**src/rtl/odo_pkg.sv**
```systemverilog
package odo_pkg;

    // job sequence run for every item
    typedef enum logic [3:0] {
        J_SW,
        J_DW,
        J_CT,
        J_CDT,
        J_CTDT,
        J_LIN,
        J_PX,
        J_PY,
        J_HD,
        J_LS,
        J_TR,
        J_RL,
        J_RR,
        J_AL,
        J_AR
    } t_job;

    // command word from the controller to the datapath
    typedef struct packed {
        logic       load_item;
        logic       op_load;
        logic       mul_step;
        logic       div_step;
        logic       fin;
        logic       cor_step;
        logic       out_load;
        t_job       job;
        logic [6:0] idx;
    } t_cmd;

    localparam int CORDIC_STEPS = 30;

    // register indexes
    localparam logic [1:0] REG_CPR   = 2'd0;
    localparam logic [1:0] REG_CIRC  = 2'd1;
    localparam logic [1:0] REG_TRACK = 2'd2;

    // arctangent of 2^-i, 2^32 per turn
    function automatic logic [29:0] atan_turn(input logic [4:0] i);
        logic [29:0] v;
        case (i)
            5'd0:  v = 30'd536870912;
            5'd1:  v = 30'd316933406;
            5'd2:  v = 30'd167458907;
            5'd3:  v = 30'd85004756;
            5'd4:  v = 30'd42667331;
            5'd5:  v = 30'd21354465;
            5'd6:  v = 30'd10679838;
            5'd7:  v = 30'd5340245;
            5'd8:  v = 30'd2670163;
            5'd9:  v = 30'd1335087;
            5'd10: v = 30'd667544;
            5'd11: v = 30'd333772;
            5'd12: v = 30'd166886;
            5'd13: v = 30'd83443;
            5'd14: v = 30'd41722;
            5'd15: v = 30'd20861;
            5'd16: v = 30'd10430;
            5'd17: v = 30'd5215;
            5'd18: v = 30'd2608;
            5'd19: v = 30'd1304;
            5'd20: v = 30'd652;
            5'd21: v = 30'd326;
            5'd22: v = 30'd163;
            5'd23: v = 30'd81;
            5'd24: v = 30'd41;
            5'd25: v = 30'd20;
            5'd26: v = 30'd10;
            5'd27: v = 30'd5;
            5'd28: v = 30'd3;
            5'd29: v = 30'd1;
            default: v = 30'd0;
        endcase
        return v;
    endfunction

endpackage

```
**src/rtl/differential_drive_odometry.sv**
```systemverilog
// differential-drive odometry
// input stream: one encoder report per item (relative and absolute counts of
// both wheels, elapsed milliseconds); output stream: one pose and speed item
// per report, time_fault on tuser.
// configuration: apb registers counts_per_rev (0x0), wheel_circumference_um
// (0x4), track_width_um (0x8); write them only while no report is in flight.
// each report runs through a bit-serial shift-add multiplier, a one bit per
// cycle restoring divider and a 30 step cordic, all driven by one sequencer.
// the next report is taken once the sequencer is back in idle, so a report is
// not accepted before the previous one has reached the output register.
// the result sits in an output register: a stalled receiver does not block
// acceptance of the next report, only the hand-over of its finished result.
// reset zeroes the pose and heading, loads the register defaults and drops
// output valid.
module differential_drive_odometry #(
    parameter int ANGLE_BITS    = 24,
    parameter int POSITION_BITS = 32
) (
    input  logic         i_clk,
    input  logic         i_rst_n,
    input  logic         s_axis_tvalid,
    output logic         s_axis_tready,
    // right_delta_counts, left_delta_counts, right_abs_count, left_abs_count,
    // elapsed_ms
    input  logic [127:0] s_axis_tdata,
    output logic         m_axis_tvalid,
    input  logic         m_axis_tready,
    // pos_x_um, pos_y_um, heading, linear_speed_um_s, turn_rate_urad_s,
    // left_rpm_centi, right_rpm_centi, left_wheel_angle, right_wheel_angle
    output logic [263:0] m_axis_tdata,
    // time_fault
    output logic [0:0]   m_axis_tuser,
    input  logic         psel,
    input  logic         penable,
    input  logic         pwrite,
    input  logic [3:0]   paddr,
    input  logic [31:0]  pwdata,
    output logic [31:0]  prdata,
    output logic         pready
);

    odo_pkg::t_cmd w_cmd;
    logic [23:0]   w_rdata;
    logic          w_fault;
    logic          w_cfg_we;

    // apb access, no wait states
    assign pready   = 1'b1;
    assign w_cfg_we = psel & penable & pwrite;
    assign prdata   = {8'd0, w_rdata};
    assign m_axis_tuser = w_fault;

    odo_ctrl #(
        .ANGLE_BITS (ANGLE_BITS)
    ) u_ctrl (
        .i_clk       (i_clk),
        .i_rst_n     (i_rst_n),
        .i_in_valid  (s_axis_tvalid),
        .o_in_ready  (s_axis_tready),
        .o_out_valid (m_axis_tvalid),
        .i_out_ready (m_axis_tready),
        .o_cmd       (w_cmd)
    );

    odo_dp #(
        .ANGLE_BITS    (ANGLE_BITS),
        .POSITION_BITS (POSITION_BITS)
    ) u_dp (
        .i_clk       (i_clk),
        .i_rst_n     (i_rst_n),
        .i_cmd       (w_cmd),
        .i_in_data   (s_axis_tdata),
        .i_cfg_we    (w_cfg_we),
        .i_cfg_idx   (paddr[3:2]),
        .i_cfg_wdata (pwdata[23:0]),
        .o_cfg_rdata (w_rdata),
        .o_out_data  (m_axis_tdata),
        .o_out_fault (w_fault)
    );

endmodule

```
**src/rtl/odo_ctrl.sv**
```systemverilog
module odo_ctrl #(
    parameter int ANGLE_BITS = 24
) (
    input  logic          i_clk,
    input  logic          i_rst_n,
    input  logic          i_in_valid,
    output logic          o_in_ready,
    output logic          o_out_valid,
    input  logic          i_out_ready,
    output odo_pkg::t_cmd o_cmd
);

    typedef enum logic [2:0] {
        S_IDLE,
        S_LOAD,
        S_MUL,
        S_DIV,
        S_FIN,
        S_COR,
        S_DONE
    } t_state;

    localparam logic [6:0] ANG_DIV_BITS = 7'(33 + ANGLE_BITS);

    t_state          r_state;
    odo_pkg::t_job   r_job;
    logic [6:0]      r_cnt;
    logic            r_ovalid;
    logic            w_out_fire;
    logic [6:0]      w_mbits;
    logic [6:0]      w_dbits;

    // multiplier bits per job
    function automatic logic [6:0] mul_bits(input odo_pkg::t_job j);
        logic [6:0] n;
        case (j)
            odo_pkg::J_SW, odo_pkg::J_DW, odo_pkg::J_CT: n = 7'd24;
            odo_pkg::J_CDT, odo_pkg::J_CTDT:             n = 7'd16;
            odo_pkg::J_PX, odo_pkg::J_PY:                n = 7'd34;
            odo_pkg::J_HD:                               n = 7'd64;
            odo_pkg::J_LS:                               n = 7'd10;
            odo_pkg::J_TR:                               n = 7'd30;
            odo_pkg::J_RL, odo_pkg::J_RR:                n = 7'd27;
            default:                                     n = 7'd1;
        endcase
        return n;
    endfunction

    // numerator bits per job, zero when there is no division
    function automatic logic [6:0] div_bits(input odo_pkg::t_job j);
        logic [6:0] n;
        case (j)
            odo_pkg::J_LIN:               n = 7'd50;
            odo_pkg::J_HD:                n = 7'd112;
            odo_pkg::J_LS:                n = 7'd59;
            odo_pkg::J_TR:                n = 7'd79;
            odo_pkg::J_RL, odo_pkg::J_RR: n = 7'd51;
            odo_pkg::J_AL, odo_pkg::J_AR: n = ANG_DIV_BITS;
            default:                      n = 7'd0;
        endcase
        return n;
    endfunction

    assign w_mbits    = mul_bits(r_job);
    assign w_dbits    = div_bits(r_job);
    assign w_out_fire = (r_state == S_DONE) && (!r_ovalid || i_out_ready);
    assign o_in_ready  = (r_state == S_IDLE);
    assign o_out_valid = r_ovalid;

    // sequencer state and output valid
    always_ff @(posedge i_clk) begin
        if (!i_rst_n) begin
            r_state  <= S_IDLE;
            r_job    <= odo_pkg::J_SW;
            r_cnt    <= '0;
            r_ovalid <= 1'b0;
        end else begin
            if (w_out_fire) begin
                r_ovalid <= 1'b1;
            end else if (i_out_ready) begin
                r_ovalid <= 1'b0;
            end
            unique case (r_state)
                S_IDLE: begin
                    if (i_in_valid) begin
                        r_job   <= odo_pkg::J_SW;
                        r_state <= S_LOAD;
                    end
                end
                S_LOAD: begin
                    r_cnt   <= w_mbits;
                    r_state <= S_MUL;
                end
                S_MUL: begin
                    if (r_cnt == 7'd1) begin
                        if (w_dbits != 7'd0) begin
                            r_cnt   <= w_dbits;
                            r_state <= S_DIV;
                        end else begin
                            r_state <= S_FIN;
                        end
                    end else begin
                        r_cnt <= r_cnt - 7'd1;
                    end
                end
                S_DIV: begin
                    if (r_cnt == 7'd1) begin
                        r_state <= S_FIN;
                    end else begin
                        r_cnt <= r_cnt - 7'd1;
                    end
                end
                S_FIN: begin
                    if (r_job == odo_pkg::J_LIN) begin
                        r_cnt   <= 7'(odo_pkg::CORDIC_STEPS);
                        r_state <= S_COR;
                    end else if (r_job == odo_pkg::J_AR) begin
                        r_state <= S_DONE;
                    end else begin
                        r_job   <= odo_pkg::t_job'(4'(r_job) + 4'd1);
                        r_state <= S_LOAD;
                    end
                end
                S_COR: begin
                    if (r_cnt == 7'd1) begin
                        r_job   <= odo_pkg::J_PX;
                        r_state <= S_LOAD;
                    end else begin
                        r_cnt <= r_cnt - 7'd1;
                    end
                end
                S_DONE: begin
                    if (w_out_fire) begin
                        r_state <= S_IDLE;
                    end
                end
                default: r_state <= S_IDLE;
            endcase
        end
    end

    // command decode
    always_comb begin
        o_cmd           = '0;
        o_cmd.job       = r_job;
        o_cmd.load_item = (r_state == S_IDLE) && i_in_valid;
        o_cmd.op_load   = (r_state == S_LOAD);
        o_cmd.mul_step  = (r_state == S_MUL);
        o_cmd.div_step  = (r_state == S_DIV);
        o_cmd.fin       = (r_state == S_FIN);
        o_cmd.cor_step  = (r_state == S_COR);
        o_cmd.out_load  = w_out_fire;
        if (r_state == S_DIV) begin
            o_cmd.idx = r_cnt - 7'd1;
        end else if (r_state == S_COR) begin
            o_cmd.idx = 7'(odo_pkg::CORDIC_STEPS) - r_cnt;
        end
    end

endmodule

```
**src/rtl/odo_dp.sv**
```systemverilog
module odo_dp #(
    parameter int ANGLE_BITS    = 24,
    parameter int POSITION_BITS = 32
) (
    input  logic          i_clk,
    input  logic          i_rst_n,
    input  odo_pkg::t_cmd i_cmd,
    input  logic [127:0]  i_in_data,
    input  logic          i_cfg_we,
    input  logic [1:0]    i_cfg_idx,
    input  logic [23:0]   i_cfg_wdata,
    output logic [23:0]   o_cfg_rdata,
    output logic [263:0]  o_out_data,
    output logic          o_out_fault
);

    localparam int AB = ANGLE_BITS;
    localparam int PB = POSITION_BITS;
    localparam logic [6:0]  HD_SHIFT = 7'(65 - ANGLE_BITS);
    localparam logic [33:0] CORDIC_GAIN = 34'd652032874;
    localparam logic [63:0] INV_PI_Q64  = 64'h517CC1B727220A95;
    localparam logic [63:0] LIN_K  = 64'd1000;
    localparam logic [63:0] TURN_K = 64'd1000000000;
    localparam logic [63:0] RPM_K  = 64'd120000000;

    // configuration
    logic [23:0] r_cpr, r_circ, r_track;
    // item fields
    logic signed [23:0] r_dr, r_dl;
    logic signed [31:0] r_ar, r_al;
    logic [15:0]        r_dt;
    // products kept over the item
    logic [48:0] r_sw, r_dw;
    logic [47:0] r_ct;
    logic [39:0] r_cdt;
    logic [63:0] r_ctdt;
    logic [48:0] r_lin_mag;
    logic        r_lin_neg;
    // cordic
    logic signed [33:0] r_cx, r_cy, r_cz;
    logic               r_flip;
    // pose
    logic [PB-1:0] r_x, r_y;
    logic [AB-1:0] r_hd;
    // results
    logic [31:0]   r_ls, r_tr, r_rl, r_rr;
    logic [AB-1:0] r_aal, r_aar;
    // shift-add multiplier and restoring divider
    logic [127:0] r_ma, r_num;
    logic [63:0]  r_mb, r_rem, r_div;
    logic [79:0]  r_quo;
    logic         r_ovf;
    // output register
    logic [263:0] r_o_data;
    logic         r_o_fault;

    logic signed [24:0] w_sum, w_diff;
    logic [24:0]  w_sum_mag, w_diff_mag;
    logic [23:0]  w_dl_mag, w_dr_mag, w_cpr, w_trk;
    logic [31:0]  w_al_mag, w_ar_mag;
    logic [33:0]  w_cx_mag, w_cy_mag;
    logic         w_cs_neg, w_sn_neg;
    logic [127:0] w_ma;
    logic [63:0]  w_mb, w_div;
    logic [79:0]  w_q, w_shifted, w_rnd;
    logic [80:0]  w_rnd_ext;
    logic         w_ovf;
    logic [6:0]   w_shift;
    logic         w_pneg, w_aneg;
    logic [PB-1:0] w_pinc;
    logic [AB-1:0] w_ainc;
    logic [64:0]  w_trial;
    logic         w_ge;
    logic [31:0]  w_th, w_th2;
    logic         w_flip;
    logic signed [33:0] w_dx, w_dy, w_at;
    logic         w_dt_zero;

    function automatic logic [31:0] sat32(input logic [79:0] v, input logic ovf,
                                          input logic neg);
        logic [79:0] lim;
        logic [79:0] m;
        lim = neg ? 80'h8000_0000 : 80'h7FFF_FFFF;
        m = (ovf || (v > lim)) ? lim : v;
        return neg ? 32'(-m) : m[31:0];
    endfunction

    // field arithmetic
    assign w_sum      = 25'(r_dl) + 25'(r_dr);
    assign w_diff     = 25'(r_dr) - 25'(r_dl);
    assign w_sum_mag  = w_sum[24] ? 25'(-w_sum) : 25'(w_sum);
    assign w_diff_mag = w_diff[24] ? 25'(-w_diff) : 25'(w_diff);
    assign w_dl_mag   = r_dl[23] ? 24'(-r_dl) : 24'(r_dl);
    assign w_dr_mag   = r_dr[23] ? 24'(-r_dr) : 24'(r_dr);
    assign w_al_mag   = r_al[31] ? 32'(-r_al) : 32'(r_al);
    assign w_ar_mag   = r_ar[31] ? 32'(-r_ar) : 32'(r_ar);
    assign w_cpr      = (r_cpr == 24'd0) ? 24'd1 : r_cpr;
    assign w_trk      = (r_track == 24'd0) ? 24'd1 : r_track;
    assign w_cx_mag   = r_cx[33] ? 34'(-r_cx) : 34'(r_cx);
    assign w_cy_mag   = r_cy[33] ? 34'(-r_cy) : 34'(r_cy);
    assign w_cs_neg   = r_flip ^ r_cx[33];
    assign w_sn_neg   = r_flip ^ r_cy[33];
    assign w_dt_zero  = (r_dt == 16'd0);

    // operand selection per job
    always_comb begin
        w_ma  = '0;
        w_mb  = '0;
        w_div = 64'd1;
        case (i_cmd.job)
            odo_pkg::J_SW:   begin w_ma = 128'(w_sum_mag);  w_mb = 64'(r_circ); end
            odo_pkg::J_DW:   begin w_ma = 128'(w_diff_mag); w_mb = 64'(r_circ); end
            odo_pkg::J_CT:   begin w_ma = 128'(w_cpr);      w_mb = 64'(w_trk);  end
            odo_pkg::J_CDT:  begin w_ma = 128'(w_cpr);      w_mb = 64'(r_dt);   end
            odo_pkg::J_CTDT: begin w_ma = 128'(r_ct);       w_mb = 64'(r_dt);   end
            odo_pkg::J_LIN: begin
                w_ma = 128'(r_sw) << 1;
                w_mb = 64'd1;
                w_div = 64'(w_cpr);
            end
            odo_pkg::J_PX: begin w_ma = 128'(r_lin_mag) << 1; w_mb = 64'(w_cx_mag); end
            odo_pkg::J_PY: begin w_ma = 128'(r_lin_mag) << 1; w_mb = 64'(w_cy_mag); end
            odo_pkg::J_HD: begin
                w_ma = 128'(r_dw) << 1;
                w_mb = INV_PI_Q64;
                w_div = 64'(r_ct);
            end
            odo_pkg::J_LS: begin
                w_ma = 128'(r_sw) << 1;
                w_mb = LIN_K;
                w_div = 64'(r_cdt);
            end
            odo_pkg::J_TR: begin
                w_ma = 128'(r_dw) << 1;
                w_mb = TURN_K;
                w_div = r_ctdt;
            end
            odo_pkg::J_RL: begin
                w_ma = 128'(w_dl_mag) << 1;
                w_mb = RPM_K;
                w_div = 64'(r_cdt);
            end
            odo_pkg::J_RR: begin
                w_ma = 128'(w_dr_mag) << 1;
                w_mb = RPM_K;
                w_div = 64'(r_cdt);
            end
            odo_pkg::J_AL: begin
                w_ma = 128'(w_al_mag) << (AB + 1);
                w_mb = 64'd1;
                w_div = 64'(w_cpr);
            end
            odo_pkg::J_AR: begin
                w_ma = 128'(w_ar_mag) << (AB + 1);
                w_mb = 64'd1;
                w_div = 64'(w_cpr);
            end
            default: ;
        endcase
    end

    // quotient scaling and rounding, ties away from zero on magnitudes
    always_comb begin
        if (i_cmd.job == odo_pkg::J_PX || i_cmd.job == odo_pkg::J_PY) begin
            w_q   = r_num[79:0];
            w_ovf = |r_num[127:80];
        end else begin
            w_q   = r_quo;
            w_ovf = r_ovf;
        end
        case (i_cmd.job)
            odo_pkg::J_LIN, odo_pkg::J_LS: w_shift = 7'd1;
            odo_pkg::J_PX, odo_pkg::J_PY:  w_shift = 7'd30;
            odo_pkg::J_HD:                 w_shift = HD_SHIFT;
            default:                       w_shift = 7'd0;
        endcase
        w_shifted = w_q >> w_shift;
        w_rnd_ext = {1'b0, w_shifted} + 81'd1;
        w_rnd     = w_rnd_ext[80:1];
        w_pneg    = (i_cmd.job == odo_pkg::J_PX) ? (r_lin_neg ^ w_cs_neg)
                                                 : (r_lin_neg ^ w_sn_neg);
        case (i_cmd.job)
            odo_pkg::J_AL: w_aneg = r_al[31];
            odo_pkg::J_AR: w_aneg = r_ar[31];
            default:       w_aneg = w_diff[24];
        endcase
        w_pinc = w_pneg ? -w_rnd[PB-1:0] : w_rnd[PB-1:0];
        w_ainc = w_aneg ? -w_rnd[AB-1:0] : w_rnd[AB-1:0];
    end

    // divider trial subtract
    assign w_trial = {r_rem, r_num[i_cmd.idx]};
    assign w_ge    = (w_trial >= {1'b0, r_div});

    // cordic start angle, folded into the right half plane
    assign w_th   = 32'(r_hd) << (32 - AB);
    assign w_flip = w_th[31] ^ w_th[30];
    assign w_th2  = {w_th[31] ^ w_flip, w_th[30:0]};
    assign w_dx   = r_cy >>> i_cmd.idx[4:0];
    assign w_dy   = r_cx >>> i_cmd.idx[4:0];
    assign w_at   = signed'(34'(odo_pkg::atan_turn(i_cmd.idx[4:0])));

    // configuration registers
    always_ff @(posedge i_clk) begin
        if (!i_rst_n) begin
            r_cpr   <= 24'd200000;
            r_circ  <= 24'd565486;
            r_track <= 24'd815000;
        end else if (i_cfg_we) begin
            case (i_cfg_idx)
                odo_pkg::REG_CPR:   r_cpr   <= i_cfg_wdata;
                odo_pkg::REG_CIRC:  r_circ  <= i_cfg_wdata;
                odo_pkg::REG_TRACK: r_track <= i_cfg_wdata;
                default: ;
            endcase
        end
    end

    always_comb begin
        case (i_cfg_idx)
            odo_pkg::REG_CPR:   o_cfg_rdata = r_cpr;
            odo_pkg::REG_CIRC:  o_cfg_rdata = r_circ;
            odo_pkg::REG_TRACK: o_cfg_rdata = r_track;
            default:            o_cfg_rdata = 24'd0;
        endcase
    end

    // pose state
    always_ff @(posedge i_clk) begin
        if (!i_rst_n) begin
            r_x  <= '0;
            r_y  <= '0;
            r_hd <= '0;
        end else if (i_cmd.fin) begin
            case (i_cmd.job)
                odo_pkg::J_PX: r_x  <= r_x + w_pinc;
                odo_pkg::J_PY: r_y  <= r_y + w_pinc;
                odo_pkg::J_HD: r_hd <= r_hd + w_ainc;
                default: ;
            endcase
        end
    end

    // working registers
    always_ff @(posedge i_clk) begin
        if (i_cmd.load_item) begin
            r_dr   <= i_in_data[23:0];
            r_dl   <= i_in_data[47:24];
            r_ar   <= i_in_data[79:48];
            r_al   <= i_in_data[111:80];
            r_dt   <= i_in_data[127:112];
            r_cx   <= CORDIC_GAIN;
            r_cy   <= '0;
            r_cz   <= 34'(signed'(w_th2));
            r_flip <= w_flip;
        end
        if (i_cmd.op_load) begin
            r_num <= '0;
            r_ma  <= w_ma;
            r_mb  <= w_mb;
            r_rem <= '0;
            r_quo <= '0;
            r_ovf <= 1'b0;
            r_div <= w_div;
        end
        // shift-add multiply, one multiplier bit a cycle
        if (i_cmd.mul_step) begin
            if (r_mb[0]) begin
                r_num <= r_num + r_ma;
            end
            r_ma <= r_ma << 1;
            r_mb <= r_mb >> 1;
        end
        // restoring divide, one quotient bit a cycle
        if (i_cmd.div_step) begin
            r_rem <= w_ge ? 64'(w_trial - {1'b0, r_div}) : w_trial[63:0];
            r_quo <= {r_quo[78:0], w_ge};
            r_ovf <= r_ovf | r_quo[79];
        end
        // cordic rotation
        if (i_cmd.cor_step) begin
            if (!r_cz[33]) begin
                r_cx <= r_cx - w_dx;
                r_cy <= r_cy + w_dy;
                r_cz <= r_cz - w_at;
            end else begin
                r_cx <= r_cx + w_dx;
                r_cy <= r_cy - w_dy;
                r_cz <= r_cz + w_at;
            end
        end
        if (i_cmd.fin) begin
            case (i_cmd.job)
                odo_pkg::J_SW:   r_sw   <= r_num[48:0];
                odo_pkg::J_DW:   r_dw   <= r_num[48:0];
                odo_pkg::J_CT:   r_ct   <= r_num[47:0];
                odo_pkg::J_CDT:  r_cdt  <= r_num[39:0];
                odo_pkg::J_CTDT: r_ctdt <= r_num[63:0];
                odo_pkg::J_LIN: begin
                    r_lin_mag <= w_rnd[48:0];
                    r_lin_neg <= w_sum[24];
                end
                odo_pkg::J_LS: r_ls  <= sat32(w_rnd, w_ovf, w_sum[24]);
                odo_pkg::J_TR: r_tr  <= sat32(w_rnd, w_ovf, w_diff[24]);
                odo_pkg::J_RL: r_rl  <= sat32(w_rnd, w_ovf, r_dl[23]);
                odo_pkg::J_RR: r_rr  <= sat32(w_rnd, w_ovf, r_dr[23]);
                odo_pkg::J_AL: r_aal <= w_ainc;
                odo_pkg::J_AR: r_aar <= w_ainc;
                default: ;
            endcase
        end
        // result register
        if (i_cmd.out_load) begin
            r_o_data <= {24'(r_aar), 24'(r_aal),
                         w_dt_zero ? 32'd0 : r_rr,
                         w_dt_zero ? 32'd0 : r_rl,
                         w_dt_zero ? 32'd0 : r_tr,
                         w_dt_zero ? 32'd0 : r_ls,
                         24'(r_hd), 32'(r_y), 32'(r_x)};
            r_o_fault <= w_dt_zero;
        end
    end

    assign o_out_data  = r_o_data;
    assign o_out_fault = r_o_fault;

endmodule

```
**config.mk**
```make
export PLATFORM = sky130hd
export DESIGN_NAME = differential_drive_odometry
export DESIGN_NICKNAME = d
export VERILOG_FILES = /design/src/rtl/odo_pkg.sv /design/src/rtl/differential_drive_odometry.sv /design/src/rtl/odo_ctrl.sv /design/src/rtl/odo_dp.sv
export SDC_FILE = /design/constraint.sdc
export NUM_CORES = 2
export LEC_CHECK = 0
export BUFFER_PORTS_ARGS = -buffer_cell sky130_fd_sc_hd__buf_4
export CORE_MARGIN = 2
export CORE_UTILIZATION = 50
export DETAILED_ROUTE_END_ITERATION = 6
export HOLD_SLACK_MARGIN = 0.1
export PLACE_DENSITY = 0.67
export SETUP_SLACK_MARGIN = 0.15
export SYNTH_ARGS = -nofsm -noshare
export SYNTH_HDL_FRONTEND = slang
export SYNTH_SLANG_ARGS = --single-unit
```
**constraint.sdc**
```tcl
create_clock -name i_clk -period 15.1 [get_ports i_clk]
set_clock_uncertainty 0.15 [all_clocks]
set_input_delay 3.02 -clock i_clk [delete_from_list [all_inputs] [get_ports i_clk]]
set_output_delay 3.02 -clock i_clk [all_outputs]
set_load 0.05 [all_outputs]
```
After elaboration in Yosys (flattened, before gate mapping)

Memory sizes are Yosys's and may differ from the RTL's. A register that Yosys moved wholly into a read port is not among the register bits.
Index checks and enable logic that the tools add are counted.

Register bits after elaboration: 1675
ROM bits: 1184
Bits of input ports: 171
Output and inout bits: 300
Logic and storage cells: 267
Memories kept: 3

Memories:

| memory           | depth | width | rd ports | clocked after Yosys merged registers in | write ports | line           | text |
|---|---|---|---|---|---|---|---|
| (name not given) | 32    | 30    | 1        | 0                                       | 0           | odo_pkg.sv:45  | `case (i)` |
| (name not given) | 16    | 7     | 1        | 1                                       | 0           | odo_ctrl.sv:52 | `case (j)` |
| (name not given) | 16    | 7     | 1        | 1                                       | 0           | odo_ctrl.sv:36 | `case (j)` |

Add/subtract/negate cells: 31
Order comparisons: 6
Equality and inequality tests: 33
Shift-type cells: 3
Muxes and demuxes: 85
Bitwise operators: 9
Reduce and logical (&&, ||, !) cells: 54

Operators by type and width:

| operator                                                        | count |
|---|---|
| 128-bit 2-to-1 mux                                              | 5 |
| 63-bit one-hot mux with 10 select lines                         | 1 |
| 57-bit one-hot mux with 11 select lines                         | 1 |
| 32-bit 2-to-1 mux                                               | 15 |
| 34-bit 2-to-1 mux                                               | 11 |
| 80-bit by 32-bit greater-than comparator with 1-bit output      | 4 |
| 64-bit one-hot mux with 4 select lines                          | 1 |
| 80-bit 2-to-1 mux                                               | 3 |
| 32-bit negator                                                  | 7 |
| 64-bit 2-to-1 mux                                               | 3 |
| 128-bit adder                                                   | 1 |
| 63-bit 2-to-1 mux                                               | 2 |
| 24-bit 2-to-1 mux                                               | 5 |
| 80-bit by 1-bit adder with 81-bit output, second input constant | 1 |
| 80-bit by 6-bit >> shifter with 80-bit output                   | 1 |
| 24-bit negator                                                  | 3 |
| 24-bit one-hot mux with 3 select lines                          | 1 |
| 34-bit adder                                                    | 2 |
| 34-bit negator                                                  | 2 |
| 34-bit by 5-bit >>> shifter with 34-bit output                  | 2 |
| 34-bit subtractor                                               | 2 |
| 65-bit by 64-bit >= comparator with 1-bit output                | 1 |
| 32-bit adder                                                    | 2 |
| 64-bit subtractor                                               | 1 |
| 55 further kinds                                                | 144 |

Depth between registers and ports, before layout

Word-level depth: 10
Depth in mapped cells: 42
Mapped depth without buffers: 36

Modules after synthesis

From an unflattened synthesis, not the netlist that was laid out.

Cell total of the unflattened synthesis: 11015
Area total of the unflattened synthesis: 108157.5 µm²

Modules (own cells, without submodules):

| module                      | times used | cells an instance | area an instance (µm²) | sequential area each (µm²) |
|---|---|---|---|---|
| odo_dp                      | 1          | 10722             | 105827.7               | 46955.0 |
| odo_ctrl                    | 1          | 281               | 2248.4                 | 540.5 |
| differential_drive_odometry | 1          | 12                | 81.3                   | 0.0 |

Least setup slack after synthesis

OpenSTA, ideal clock, no wires.

Path type: input -> register
From: input port m_axis_tready
To: register u_dp.r_o_data[0] (netlist: u_dp.o_out_data[0]) (enable)
Library setup time: 0.895 ns
Arrival: 14.065 ns
Required time: 14.055 ns
Setup slack: -0.010 ns
Cell stages on the path: 2
Path buffers: 0
Path through: nor2b_1 nor2_1

RTL lines:

| item                   | line                              | text |
|---|---|---|
| start: declaration     | differential_drive_odometry.sv:27 | `input logic m_axis_tready,` |
| end signal: assignment | odo_dp.sv:314                     | `r_o_data <= {24'(r_aar), 24'(r_aal),` |
| end: declaration       | odo_dp.sv:54                      | `logic [263:0] r_o_data;` |

Worst setup path after layout

From: register u_ctrl.r_job[0]
To: register u_dp.r_tr[6] (data pin)

Word-level cells in the longest chain between the ends: 10
Elaborated cells on any way between the ends: 18
Classes of those cells: add/sub: 2; order compare: 1; eq/ne: 5; shift: 1; mux: 5; reduce/logical: 4

RTL lines:

| item                                                                       | line                         | text |
|---|---|---|
| start: declaration                                                         | odo_ctrl.sv:26               | `odo_pkg::t_job r_job;` |
| start signal: assignment                                                   | odo_ctrl.sv:74               | `r_job <= odo_pkg::J_SW;` |
| start signal: assignment                                                   | odo_ctrl.sv:86               | `r_job <= odo_pkg::J_SW;` |
| start signal: assignment                                                   | odo_ctrl.sv:120              | `r_job <= odo_pkg::t_job'(4'(r_job) + 4'd1);` |
| 4-bit by 3-bit == test with 1-bit output (tied with other cells)           | odo_dp.sv:164, odo_dp.sv:171 |  |
| 2-bit OR reduction (no line) or 1-bit logical OR (tied branches)           | n/a                          |  |
| 6-bit one-hot mux with 3 select lines or 80-bit 2-to-1 mux (tied branches) | odo_dp.sv:171, odo_dp.sv:164 |  |
| 80-bit by 6-bit >> shifter with 80-bit output (*)                          | odo_dp.sv:177                | `w_shifted = w_q >> w_shift;` |
| 80-bit by 1-bit adder with 81-bit output (*)                               | odo_dp.sv:178                | `w_rnd_ext = {1'b0, w_shifted} + 81'd1;` |
| via u_dp.w_rnd_ext[32]                                                     | odo_dp.sv:66                 | `logic [80:0] w_rnd_ext;` |
| 80-bit by 32-bit greater-than comparator with 1-bit output (*)             | odo_dp.sv:84                 | `m = (ovf \|\| (v > lim)) ? lim : v;` |
| 1-bit logical OR (*)                                                       | odo_dp.sv:84                 |  |
| 32-bit 2-to-1 mux (*)                                                      | odo_dp.sv:84                 |  |
| 32-bit negator                                                             | odo_dp.sv:85                 | `return neg ? 32'(-m) : m[31:0];` |
| 32-bit 2-to-1 mux (*)                                                      | odo_dp.sv:85                 |  |
| end signal: assignment                                                     | odo_dp.sv:304                | `odo_pkg::J_TR: r_tr <= sat32(w_rnd, w_ovf, w_diff[24]);` |
| end: declaration                                                           | odo_dp.sv:46                 | `logic [31:0] r_ls, r_tr, r_rl, r_rr;` |

The timed path passes the listed nets; every way through them passes the cells marked *.
A chain may end at the register's enable or synchronous reset.

==> results.md <==
- Outcome: complete, but fails checks
- Violated checks: DRC
- Xor/xnor cell area share of the yosys netlist: 6.185%
- Endpoint of the lowest-slack register-to-register path: u_dp.r_tr[6]
- Quantity of hold-fixing buffers added after cts: 0
- Clock latency at the later pin of the worst-skew pair: 880 ps
- Required time of the worst setup path: 15600 ps
- Global route total overflow: 0
- Power per cell area: 209.9 nW/um^2
- Clock period minus final worst setup slack: 11930 ps
- Cell leakage power: 46.49 nW
- Crit path launch type: flop
- Crit-path most repeated cell: sky130_fd_sc_hd__ha_1
- Die height: 470.4 um
- Post-synthesis cell count: 11330
- Fin. Hold Viols: 0
- Final routed wire length divided by cell count: 28.15 um
- TritonCTS clock tree: built
- Category of the critical setup timing path: flop to flop
- Buffers inserted during post-CTS setup optimization: 0
- Count of flip-flops with a built-in enable after synthesis: 1371
- Via/cell ratio: 6.482
- Clock network fraction of design power: 19.1%
- Count of clock tree sinks: 1687
- Cell types with the largest area share after synthesis: sky130_fd_sc_hd__edfxtp_1, sky130_fd_sc_hd__ha_1, sky130_fd_sc_hd__dfxtp_1
- Internal: 13.84 mW
- Initial core utilization: 50.18%
- Sw frac: 45.67%
- I/O Buffers: 451
- Worst reg-to-reg setup slack: 3170 ps
- Layout net count: 12270
- Vias in the first global route: 88770
- TritonCTS buffer count: 185
- Synthesized-area fraction occupied by ao, oa, aoi and oai cells: 18.72%
- Ratio of final minimum period to clock period: 79.01%
- Seq pwr share: 28.1%
- Cell area after synthesis: 108800 sq um
- Clock slew at the register clock pins of the worst setup and hold paths: 70 ps
- Post-synthesis simple-gate area fraction: 16.84%
- Post-synthesis cell type count: 112
- Largest family of logic cells by synthesized area: compound AO/OA/AOI/OAI gates
- Sequential share of the synthesized area: 43.67%
- Mux share of post-synthesis cell area: 3.739%
- I/O pin total: 471
- Most instantiated library cell after synthesis: sky130_fd_sc_hd__edfxtp_1
- Worst Hold Class: flop to flop
- Startpoint of the most critical register-to-register path: u_ctrl.r_job[0]
- Top-area cell type share of the netlist area: 37.86%
- Synthesis-stage register bit count: 1687
- Accumulated negative setup slack: 0 ps
- Antenna Nets Post-Route: 0
- Length of the first detailed-routing pass in iterations: 7
- Area growth from synthesis to layout: 11.60%
- Worst voltage drop across the vdd grid: 0.0001398 V
- Number of buffers on the longest clock path: 3
- RSZ-0062 raised after global routing: no
- Number of antenna violations at the first check in global routing: 22
- Total die area: 221300 sq um
- Fmax: 83.82 MHz
- Worst Setup SP: u_ctrl.r_job[0]
- Root buffer cell: sky130_fd_sc_hd__clkbuf_16
- Total number of H-tree levels: 4
- CTS-repair resized insts: 0
- Max-cap violation count: 0
- Maximum fanout count along the critical path: 66
- DRC violations left: 3
- Largest net degree at the start of global routing: 156
- GP Congestion: 1.014
- Site row count: 171
- Sort of element at the end of the critical path: flop
- Max Slew Vio Count: 0
- Path depth of the worst reg2reg path: 27
- Largest area contributor in the netlist: sky130_fd_sc_hd__edfxtp_1
- Overall Global Routing Usage: 35.77%
- Max stage delay cell, worst path: sky130_fd_sc_hd__xor2_1
- Warnings, synthesis: 0
- Data arrival time of the critical path: 12430 ps
- First-pass GRT wire length: 594000 um
- Post-synthesis share of cell area spent on full adders, half adders and majority gates: 6.880%
- Final setup violation count: 0
- Leading post-synthesis cells by instance count: sky130_fd_sc_hd__edfxtp_1, sky130_fd_sc_hd__nand2_1, sky130_fd_sc_hd__a21oi_1
- Switching power of the nets: 11.64 mW
- Top_reg_cell synth: sky130_fd_sc_hd__edfxtp_1
- CP endpoint: u_dp.r_tr[6]
- Via count: 94240
- Detailed router's first-iteration violation count: 12060
- Combinational fraction of design power: 52.8%
- Cells on Worst Hold Path: 0
- Floorplan core area: 216700 sq um
- Normalized max-slew margin: 4.371%
- Synthesized area per cell: 9.599 sq um
- Fraction of final layout cells with drive strength greater than 1: 10.64%
- Design Area, Final: 121400 sq um
- Horizontal extent of the die: 470.4 um
- Placed inst area: 114800 sq um
- Stage delay of the slowest cell on the critical path: 980 ps
- Worst slew pin tran: 1419 ps
- Async set or reset register ratio after synthesis: 0%
- Total detailed-routing wirelength: 409300 um
- Detail Placement HPWL: 297300 um
## critical path, delay by kind of cell, from the launching register on
| family | cells | cell delay (ps) |
|---|---|---|
| compound gates | 7 | 1970 |
| xor+xnor | 1 | 980 |
| fa+ha+maj | 3 | 1530 |
| buf+inv | 4 | 1800 |
| flops | 1 | 420 |
| mux | 1 | 290 |
| simple gates | 11 | 4490 |
## registers in the layout (all words and copies together) (netlist names), 34 cells and up
name	count
u_dp.r_lin_mag	49
u_dp.r_cz	34
u_dp.r_div	64
u_dp.r_ctdt	64
u_dp.r_cdt	40
u_dp.r_dw	49
u_dp.o_out_data	264
u_dp.r_num	128
u_dp.r_ct	48
u_dp.r_rem	64
u_dp.r_sw	49
u_dp.r_quo	80
u_dp.r_cy	34
u_dp.r_ma	128
u_dp.r_mb	63
u_dp.r_cx	34
## placed cells by master (no fill, tap or decap), drive strengths merged, types with 226 or more instances in the layout
| cell type | instances |
|---|---|
| edfxtp | 1371 |
| nand2 | 1255 |
| a21oi | 942 |
| nor2 | 767 |
| o21ai | 697 |
| buf | 659 |
| ha | 582 |
| xnor2 | 457 |
| nand3 | 374 |
| inv | 350 |
| dfxtp | 316 |
| xor2 | 311 |
| and2 | 259 |
| clkbuf | 249 |
| mux2i | 226 |
## cells by family (layout without fill, tap and decap cells)
| group | Yosys count | after routing |
|---|---|---|
| muxes | 322 | 322 |
| buffers and inverters | 1023 | 1356 |
| adders and majority gates | 592 | 592 |
| AOI/OAI and AO/OA | 3154 | 3154 |
| and+or+nand+nor | 3782 | 3782 |
| xor gates and xnor gates | 768 | 768 |
| other | 2 | 23 |
| DFF | 1687 | 1687 |
## cell type report
cell class | instances | area [sq um]
diodes | 14 | 35.03
clock buffers | 248 | 5082
clock inverters | 103 | 1450
fillers | 19000 | 95370
inverters | 345 | 1297
multi-input cells | 8627 | 57440
flip-flops and latches | 1687 | 47500
well taps | 2854 | 3571
repair buffers | 660 | 4996
## stage by stage
stage	worst slack (ps)	power [mW]	utilization, %	hold slack, ps	cells
after global routing	2892	26.91	55.99	266.6	14530
after floorplan	1980	16.37	-	250.3	11340
after CTS	3715	25.18	55.97	267.0	14520
final	3170	25.48	56.00	265.3	14540
after global placement	3978	19.97	52.96	254.2	14170
after detailed placement	3734	20.28	52.96	254.5	14170
## power by group through the flow
stage | combinational (mW) | sequential [mW] | clock [mW]
after floorplan | 9.52 | 6.85 | 0
after global placement | 12.8 | 7.18 | 0
after detailed placement | 13.1 | 7.19 | 0
after CTS | 13.2 | 7.11 | 4.90
after global routing | 14.6 | 7.22 | 5.08
final | 13.5 | 7.17 | 4.85
## worst min-delay path by stage
stage	from	endpoint
6_report	u_dp.r_aal[6]	u_dp.o_out_data[222]
3_5_place_dp	u_dp.r_aal[3]	u_dp.o_out_data[219]
2_1_floorplan	u_dp.r_aal[0]	u_dp.o_out_data[216]
5_1_grt	u_dp.r_aar[4]	u_dp.o_out_data[244]
4_1_cts	u_dp.r_aal[6]	u_dp.o_out_data[222]
3_3_place_gp	u_dp.r_aar[6]	u_dp.o_out_data[246]
## metal layers
layer,part of all wire (%),GRT usage (%),up-vias,wire (um)
met5,0.0088,0,-,36
met4,7.0,21.93,6,28660
met1,40,46.69,45460,161700
met3,9.1,6.520,1038,37320
met2,44,55.26,5136,181600
li1,-,-,42600,-
No activity file was read; power rests on OpenSTA's default activity.
